===== config.mk =====
export PLATFORM = sky130hd
export DESIGN_NAME = rbb_alu
export DESIGN_NICKNAME = d
export VERILOG_FILES = /design/src/hdl/rbb_pkg.sv /design/src/hdl/rbb_alu.sv
export SDC_FILE = /design/constraint.sdc
export NUM_CORES = 1
export LEC_CHECK = 0
export BUFFER_PORTS_ARGS = -buffer_cell sky130_fd_sc_hd__buf_4
export CAP_MARGIN = 0
export CORE_ASPECT_RATIO = 0.8
export CORE_MARGIN = 3
export CORE_UTILIZATION = 40
export DETAILED_ROUTE_END_ITERATION = 10
export SKIP_LAST_GASP = 1
export SLEW_MARGIN = 25
export SYNTH_ARGS = -nofsm -noshare
export SYNTH_HDL_FRONTEND = slang
export SYNTH_SLANG_ARGS = --single-unit
export TNS_END_PERCENT = 100

===== constraint.sdc =====
create_clock -name vclk -period 10.5
set_clock_uncertainty 0.05 [all_clocks]
set_input_delay 2.1 -clock vclk [all_inputs]
set_output_delay 2.1 -clock vclk [all_outputs]
set_load 0.005 [all_outputs]

===== src/hdl/rbb_pkg.sv =====
package rbb_pkg;
  localparam int MaxPixels = 65536;
  localparam int PixAw = 16;
  localparam int MaxBall = 4096;
  localparam int BallAw = 12;
  localparam int MaxWidth = 1024;
  localparam int ValW = 25;
  localparam int AccW = 27;
  localparam logic signed [ValW-1:0] ValMax = 25'sd16776960;
  localparam logic signed [ValW-1:0] ValMin = -25'sd16776960;

  localparam logic [1:0] ReqBall = 2'd0;
  localparam logic [1:0] ReqPixel = 2'd1;
  localparam logic [1:0] ReqStart = 2'd2;
  localparam logic [1:0] ReqRead = 2'd3;

  localparam logic [1:0] RegWidth = 2'd0;
  localparam logic [1:0] RegHeight = 2'd1;
  localparam logic [1:0] RegBall = 2'd2;

  function automatic logic signed [ValW-1:0] sat(input logic signed [AccW-1:0] v);
    logic signed [AccW-1:0] hi;
    logic signed [AccW-1:0] lo;
    hi = AccW'(ValMax);
    lo = AccW'(ValMin);
    if (v > hi) sat = ValMax;
    else if (v < lo) sat = ValMin;
    else sat = v[ValW-1:0];
  endfunction
endpackage


===== src/hdl/rbb_alu.sv =====
// Shared unit: one subtract-or-add with saturation and compare per cycle.
module rbb_alu import rbb_pkg::*; (
  input  logic                   add,
  input  logic signed [AccW-1:0] a,
  input  logic signed [ValW-1:0] b,
  input  logic signed [AccW-1:0] cmp,
  output logic signed [AccW-1:0] sum,
  output logic signed [ValW-1:0] res,
  output logic                   less
);
  always_comb begin
    sum = add ? (a + AccW'(b)) : (a - AccW'(b));
    res = sat(sum);
    less = add ? (cmp < AccW'(res)) : (sum < cmp);
  end
endmodule


==> results of run 1 <==
-- cell families after synthesis --
| family | share of synthesized area, % |
|---|---|
| fa+ha+maj | 23.9 |
| compound gates | 35.4 |
| simple gates | 24.7 |
| xor+xnor | 7.70 |
| mux | 1.19 |
| buf+inv | 7.08 |
-- Yosys cell counts, drive strengths merged (2+ instances only) --
| cell | n | area (µm²) |
|---|---|---|
| a21boi | 12 | 93.8 |
| or3 | 2 | 12.5 |
| nor3 | 24 | 131 |
| xor2 | 28 | 253 |
| o211a | 3 | 30.0 |
| a22oi | 2 | 15.0 |
| xnor2 | 10 | 87.6 |
| a2111oi | 2 | 36.3 |
| and3 | 17 | 106 |
| nand4 | 18 | 119 |
| nor2 | 55 | 206 |
| o31ai | 2 | 28.8 |
| nor4 | 10 | 62.6 |
| a31oi | 3 | 18.8 |
| nand2 | 34 | 130 |
| o211ai | 8 | 60.1 |
| mux2i | 3 | 30.0 |
| and2 | 12 | 77.6 |
| nor3b | 2 | 15.0 |
| o2111ai | 3 | 26.3 |
| or2 | 4 | 25.0 |
| o41a | 2 | 22.5 |
| nand3 | 10 | 50.1 |
| nor2b | 3 | 18.8 |
| inv | 50 | 188 |
| ha | 83 | 1040 |
| a21o | 28 | 210 |
| mux2 | 2 | 22.5 |
| and4 | 3 | 26.3 |
| a211o | 3 | 26.3 |
| o21bai | 3 | 22.5 |
| o21a | 5 | 37.5 |
| buf | 14 | 91.3 |
| o22ai | 16 | 100 |
| or4 | 3 | 26.3 |
| o21ai | 34 | 178 |
| clkbuf | 9 | 33.8 |
| nand2b | 6 | 37.5 |
| a211oi | 15 | 138 |
| a21oi | 55 | 275 |
| o22a | 14 | 123 |
-- layer usage --
layer / up-vias / part of all wire [%] / global-route usage (%)
li1: 2704 / - / -
met1: 2498 / 49 / 37.5
met2: 168 / 45 / 40.6
met3: 12 / 5.1 / 0.732
met4: 0 / 0.89 / 2.72
met5: - / 0 / 0
-- worst max-delay path: cells and delay by family --
| family | cells | cell delay, ns |
|---|---|---|
| AND/OR/NAND/NOR | 14 | 3.09 |
| XOR/XNOR | 1 | 0.19 |
| multiplexers | 1 | 0.26 |
| AO/OA/AOI/OAI | 8 | 1.35 |
| buffers and inverters | 3 | 0.40 |
| adder cells (fa/ha/maj) | 2 | 0.67 |
-- report_power, final --
group          total, W  switching [W]  internal [W]
logic          0.000816       0.000429      0.000387
registers             0              0             0
clock network         0              0             0
total          0.000816       0.000429      0.000387
-- worst paths after layout --
kind	startpoint	end	slack, ns	depth (start not counted)
max	b[7]	less	0.28	29
min	a[0]	sum[0]	4.65	3
-- per-stage QoR --
step | std cells | setup TNS (ns) | hold slack [ns] | utilization [%] | worst slack, ns
CTS | 923 | 0 | 4.67 | 54.9 | 0.00302
floorplan | 631 | 0 | 4.30 | - | 0.430
global placement | 923 | 0 | 4.66 | 54.9 | 0.0209
global route | 931 | 0 | 4.68 | 58.1 | 0.0497
finish | 931 | 0 | 4.65 | 58.1 | 0.275
detailed placement | 923 | -0.0737 | 4.68 | 54.9 | -0.0737
-- what timing repair did --
item | 4_1_cts | 5_1_grt
setup endpoints to repair | 1 | 1
cloned | 0 | 0
hold buffers | 0 | 0
resized for setup | 1 | 59
pin swaps | 0 | 28
buffers inserted | 0 | 8
-- layout make-up --
| class | instances | area (µm²) | share of cell area, % |
|---|---|---|---|
| timing repair buffer | 183 | 1390 | 22.7 |
| multi-input combinational | 558 | 4360 | 71.3 |
| inverter | 50 | 188 | 3.07 |
| tap | 140 | 175 | 2.87 |
==> out/metrics.cfg, run 1 <==
[detailed_routing]
num_vias=5382
drc=0
drt-wirelength-per-cell_um=17.4
dr.pass1.iters=4
final_antenna_net_count=0
viasPerCell=5.78
wl_um=16200
drt_iter0_drc=225

[placed_design]
io_buffers=133
place_hpwl_um=13700
detailed_place.area_mm2=0.00578
gp_congestion=0.902

[status]
status=complete, no violations

[worst_setup_path]
cp_max_fo=6
required_ns=8.35
startpoint_type=input pin
max_stage_delay_ns=0.59
crit_top_cell=buf_4
critPathSlowestCell=or4_4
cp-end-kind=primary output
cp.arrival_ns=8.07
worst-setup-path-type=input pin to primary output

[timing]
drv_slew=0
maxClockFrequency_mhz=97.8
min_period_ns=10.22
tightest_slew_ns=0.580
max_slew_margin_pct=61.1
period_share_pct=97.4
setup_viol=0
rsz0062_at_grt=no
hold_viol=0

[cells_and_area]
layout_commonest_cell=buf_4
n_antenna_cell=0
nFillCells=1018
regArea_um2=0
final_area_mm2=0.00611
n_clock_buffer=0
design.seq.count=0
drive_above_1_share_pct=31.7
syn2layout_area_growth_pct=38.3
final_net_count=957
final_cell_mix=181 x buf_4, 75 x ha_1, 53 x nor2_1, 50 x inv_1, 47 x a21oi_1

[power_and_ir_drop]
power_w=0.000816
p_leak_nw=2.97
powerDensity_mw_per_mm2=133
max-vdd-ir-drop_mv=0.0964

[floorplanning]
die_x_um=124
dieHeight_um=100
core_area_mm2=0.0105
start_util_pct=42.0
io_pins=133
dieArea_mm2=0.0124
num_rows=33

[global_routing]
grt_pass1_vias=5138
antenna_found_initial=0
grt_util_all_layers_pct=24.9
grt_max_degree=31
grt_pass1_wl_um=25500
gr-total-overflow=0

[logic_synthesis]
ys_types=77
syn_area_mm2=0.00442
synthCells=631
syn_nets=795
synth-seq-area-share_pct=0
ys_warn_count=0
syn_avg_cell_area_um2=7.01

[flow_run]
drv_cap=0

[worst_hold_path]
worst_hold_path_type=input pin to primary output

Note: power is estimated with default switching activity, not from simulation.
==> run 2: changes to the inputs <==
--- a/config.mk
+++ b/config.mk
@@ -9,5 +9,5 @@
 export CAP_MARGIN = 0
 export CORE_ASPECT_RATIO = 0.8
-export CORE_MARGIN = 3
+export CORE_MARGIN = 4
 export CORE_UTILIZATION = 40
 export DETAILED_ROUTE_END_ITERATION = 10
==> constraint.sdc (replaced) <==
create_clock -name vclk -period 10.5
set_clock_uncertainty 0.05 [all_clocks]
set_input_delay 0.525 -clock vclk [all_inputs]
set_output_delay 0.525 -clock vclk [all_outputs]
set_load 0.005 [all_outputs]
==> run 2 against run 1 <==
  * Cell count decreased by 4.8%
  * Setup slack improved by 1.5 ns
  * Critical endpoint unchanged
  * Wire length decreased by 6.9%
  * Hold slack got worse by 3.2 ns
  * Sequential share of layout area unchanged
  * Clock-buffer cell count unchanged
  * Largest cell class unchanged
  * Die area increased by 3.7%
  * Critical path depth decreased by 2
  * Fmax increased by 18%
  * Total power decreased by 14%
  * Final area decreased by 10%
==> out/metrics.cfg, run 2 (synthesized netlist as in run 1, its figures left out) <==
[placed_design]
io_buffers=133
gp_congestion=0.907
place_hpwl_um=12900

[timing]
drv_slew=0
min_period_ns=8.70
tns_ns=0
hold_viol=0
tightest_slew_ns=0.980
fin_hold_ws_ns=1.45
maxClockFrequency_mhz=115
setup_viol=0
rsz0062_at_grt=no
period_share_pct=82.8
max_slew_margin_pct=34.4

[power_and_ir_drop]
p_clk_share_pct=0
powerDensity_mw_per_mm2=128
max-vdd-ir-drop_mv=0.0881
seq_power_share_pct=0
netSwitchingFraction_pct=55.6
p_leak_nw=2.71
power.internal_w=0.000312
combPwrFrac_pct=100.0
power.switching_w=0.000391

[detailed_routing]
final_antenna_net_count=0
num_vias=5189
dr.pass1.iters=5
drc=0
drt_iter0_drc=259
viasPerCell=5.86
drt-wirelength-per-cell_um=17.1
wl_um=15100

[floorplanning]
num_rows=34
io_pins=133
die_x_um=126
dieArea_mm2=0.0128
core_area_mm2=0.0108
start_util_pct=40.7
dieHeight_um=102

[cells_and_area]
syn2layout_area_growth_pct=24.2
final_cell_mix=134 x buf_4, 83 x ha_1, 55 x nor2_1, 55 x a21oi_1, 50 x inv_1
layout_commonest_cell=buf_4
post-route-util_pct=50.6
drive_above_1_share_pct=21.6
final_net_count=908
design.seq.count=0
n_clock_buffer=0
regArea_um2=0
n_antenna_cell=0

[worst_setup_path]
max_stage_delay_ns=0.70
crit_buf_inv=2
worst-setup-path-type=input pin to primary output
cp.arrival_ns=8.12
cp_top_family=simple AND/OR/NAND/NOR gates
cp_max_fo=30
startpoint_type=input pin
required_ns=9.93
cp-end-kind=primary output
critPathSlowestCell=nor3b_1
crit_top_cell=a21oi_1

[global_routing]
grt_util_all_layers_pct=22.0
antenna_found_initial=0
grt_pass1_vias=4773
grt_pass1_wl_um=23900
gr-total-overflow=0
grt_max_degree=37

[status]
status=complete, no violations

[clock_network]
cts_resized=0
post_cts_buffers=0
hold_buffers=0

[flow_run]
drv_cap=0

[worst_hold_path]
worst_hold_path_type=input pin to primary output

-- run 2: power groups by stage --
stage / Sequential (W) / Clock (W) / Combinational (W)
2_1_floorplan: 0 / 0 / 0.000449
3_3_place_gp: 0 / 0 / 0.000686
3_5_place_dp: 0 / 0 / 0.000694
4_1_cts: 0 / 0 / 0.000698
5_1_grt: 0 / 0 / 0.000779
6_report: 0 / 0 / 0.000703
-- run 2: metrics by stage --
stage	area (µm²)	setup WS [ns]	total power [W]	cells
final	5490	1.80	0.000703	886
after global routing	5490	1.31	0.000779	886
after CTS	5480	1.98	0.000698	886
after detailed placement	5480	2.00	0.000694	886
after global placement	5480	2.08	0.000686	886
after floorplan	4420	3.58	0.000449	631
-- run 2: path summary, 6_finish.rpt --
kind / from / cells past startpoint / to / slack, ns
min: a[0] / 3 / sum[0] / 1.45
max: b[3] / 27 / less / 1.80
-- run 2: layer usage --
layer	routed length [µm]	GRT usage, %	part of all wire [%]
met5	0	0	0
met4	102	1.33	0.67
met3	938	2.04	6.2
met2	6580	36.6	44
met1	7490	32.5	50
-- run 2: area by class of cell --
class / instances / area (µm²)
Tap cell: 144 / 180
Multi-Input combinational cell: 558 / 4120
Timing Repair Buffer: 134 / 1010
Inverter: 50 / 188
Fill cell: 1126 / 5360
-- run 2: tightest hold or removal path: cells and delay by family --
| family | cells | cell delay (ns) |
|---|---|---|
| adder cells (fa/ha/maj) | 1 | 0.23 |
| buffers and inverters | 2 | 0.22 |
==> run 3: changes to the inputs <==
PLACE_DENSITY = 0.67   (was unset)
clock period = 8 ns   (was 10.5 ns; I/O delays follow)
==> run 3 against run 2 <==
  * Critical path type unchanged
  * Highest routed layer unchanged
  * Non-clock buffer count rose by 13
  * Critical endpoint unchanged
  * Sequential share of layout area unchanged
  * Total power increased by 35%
  * Combinational power grew 35%
  * Global-route usage rose by 0.39 points
==> out/metrics.cfg, run 3 (synthesized netlist as in run 1, its figures left out) <==
[power_and_ir_drop]
power_w=0.000947
power.internal_w=0.000431
netSwitchingFraction_pct=54.5
combPwrFrac_pct=100.0
power.switching_w=0.000516
powerDensity_mw_per_mm2=169
max-vdd-ir-drop_mv=0.0984
p_leak_nw=2.76
p_clk_share_pct=0
seq_power_share_pct=0

[worst_setup_path]
worst-setup-path-type=input pin to primary output
crit_top_cell=buf_4
cp-end-kind=primary output
cp_max_fo=14
cp.arrival_ns=6.98
critPathSlowestCell=or4_4
startpoint_type=input pin
cp_top_family=simple AND/OR/NAND/NOR gates
max_stage_delay_ns=0.48
crit_buf_inv=4
required_ns=7.55

[cells_and_area]
final_cell_mix=147 x buf_4, 83 x ha_1, 55 x nor2_1, 55 x a21oi_1, 50 x inv_1
n_antenna_cell=0
final_net_count=921
n_clock_buffer=0
syn2layout_area_growth_pct=26.5
layout_commonest_cell=buf_4
design.seq.count=0
drive_above_1_share_pct=23.0
regArea_um2=0

[floorplanning]
dieArea_mm2=0.0128
start_util_pct=40.7
core_area_mm2=0.0108
dieHeight_um=102
io_pins=133
num_rows=34
die_x_um=126

[timing]
drv_slew=0
period_share_pct=92.9
tightest_slew_ns=0.603
rsz0062_at_grt=no
setup_viol=0
max_slew_margin_pct=59.5
maxClockFrequency_mhz=135
hold_viol=0
tns_ns=0
min_period_ns=7.43

[detailed_routing]
num_vias=5261
final_antenna_net_count=0
dr.pass1.iters=5
drc=0
drt_iter0_drc=340
wl_um=15300
drt-wirelength-per-cell_um=17.0
viasPerCell=5.85

[placed_design]
io_buffers=133
place_hpwl_um=13000
gp_congestion=0.941

[worst_hold_path]
hold_end=sum[0]
hold_depth=3
worst_hold_path_type=input pin to primary output
hold_start=a[0]

[clock_network]
cts_resized=0
hold_buffers=0
post_cts_buffers=0

[global_routing]
antenna_found_initial=0
grt_util_all_layers_pct=22.4
grt_pass1_vias=4980
grt_max_degree=31
grt_pass1_wl_um=24600
gr-total-overflow=0

[flow_run]
drv_cap=0

[status]
status=complete, no violations

[run 3: per-stage QoR]
stage | setup WS (ns) | hold WS [ns] | cell area, µm² | instances | util (%)
after floorplan | 1.33 | 0.897 | 4420 | 631 | -
after global placement | 0.612 | 1.22 | 5580 | 899 | 51.4
after detailed placement | 0.529 | 1.24 | 5580 | 899 | 51.4
after CTS | 0.502 | 1.24 | 5580 | 899 | 51.4
after global routing | 0.0915 | 1.29 | 5590 | 899 | 51.5
final | 0.569 | 1.24 | 5590 | 899 | 51.5
[run 3: tightest hold or removal path: stages]
cell   delay, ns
buf_4       0.08
ha_1        0.25
buf_4       0.15
[run 3: routing by layer]
metal	part of all wire, %	wire length (µm)	GRT usage [%]
met1	51	7710	33.5
met2	42	6450	36.1
met4	1.2	187	3.00
met3	6.0	909	1.83
met5	0	0	0
[run 3: worst max-delay path by stage]
stage	startpoint	to	slack, ns	cells after the start
after global routing	b[5]	less	0.09	30
after floorplan	b[5]	less	1.33	28
after CTS	b[3]	less	0.50	29
after global placement	b[5]	less	0.61	29
after detailed placement	b[3]	less	0.53	29
final	b[5]	less	0.57	29
[run 3: area by class of cell]
class | count | area [µm²]
fillers | 1103 | 5260
inverters | 50 | 188
well taps | 144 | 180
repair buffers | 147 | 1100
multi-input cells | 558 | 4120
[run 3: power by group through the flow]
stage	clock network, W	registers (W)	logic [W]
detailed placement	0	0	0.000934
global placement	0	0	0.000921
floorplan	0	0	0.000589
finish	0	0	0.000947
CTS	0	0	0.000941
global route	0	0	0.00105
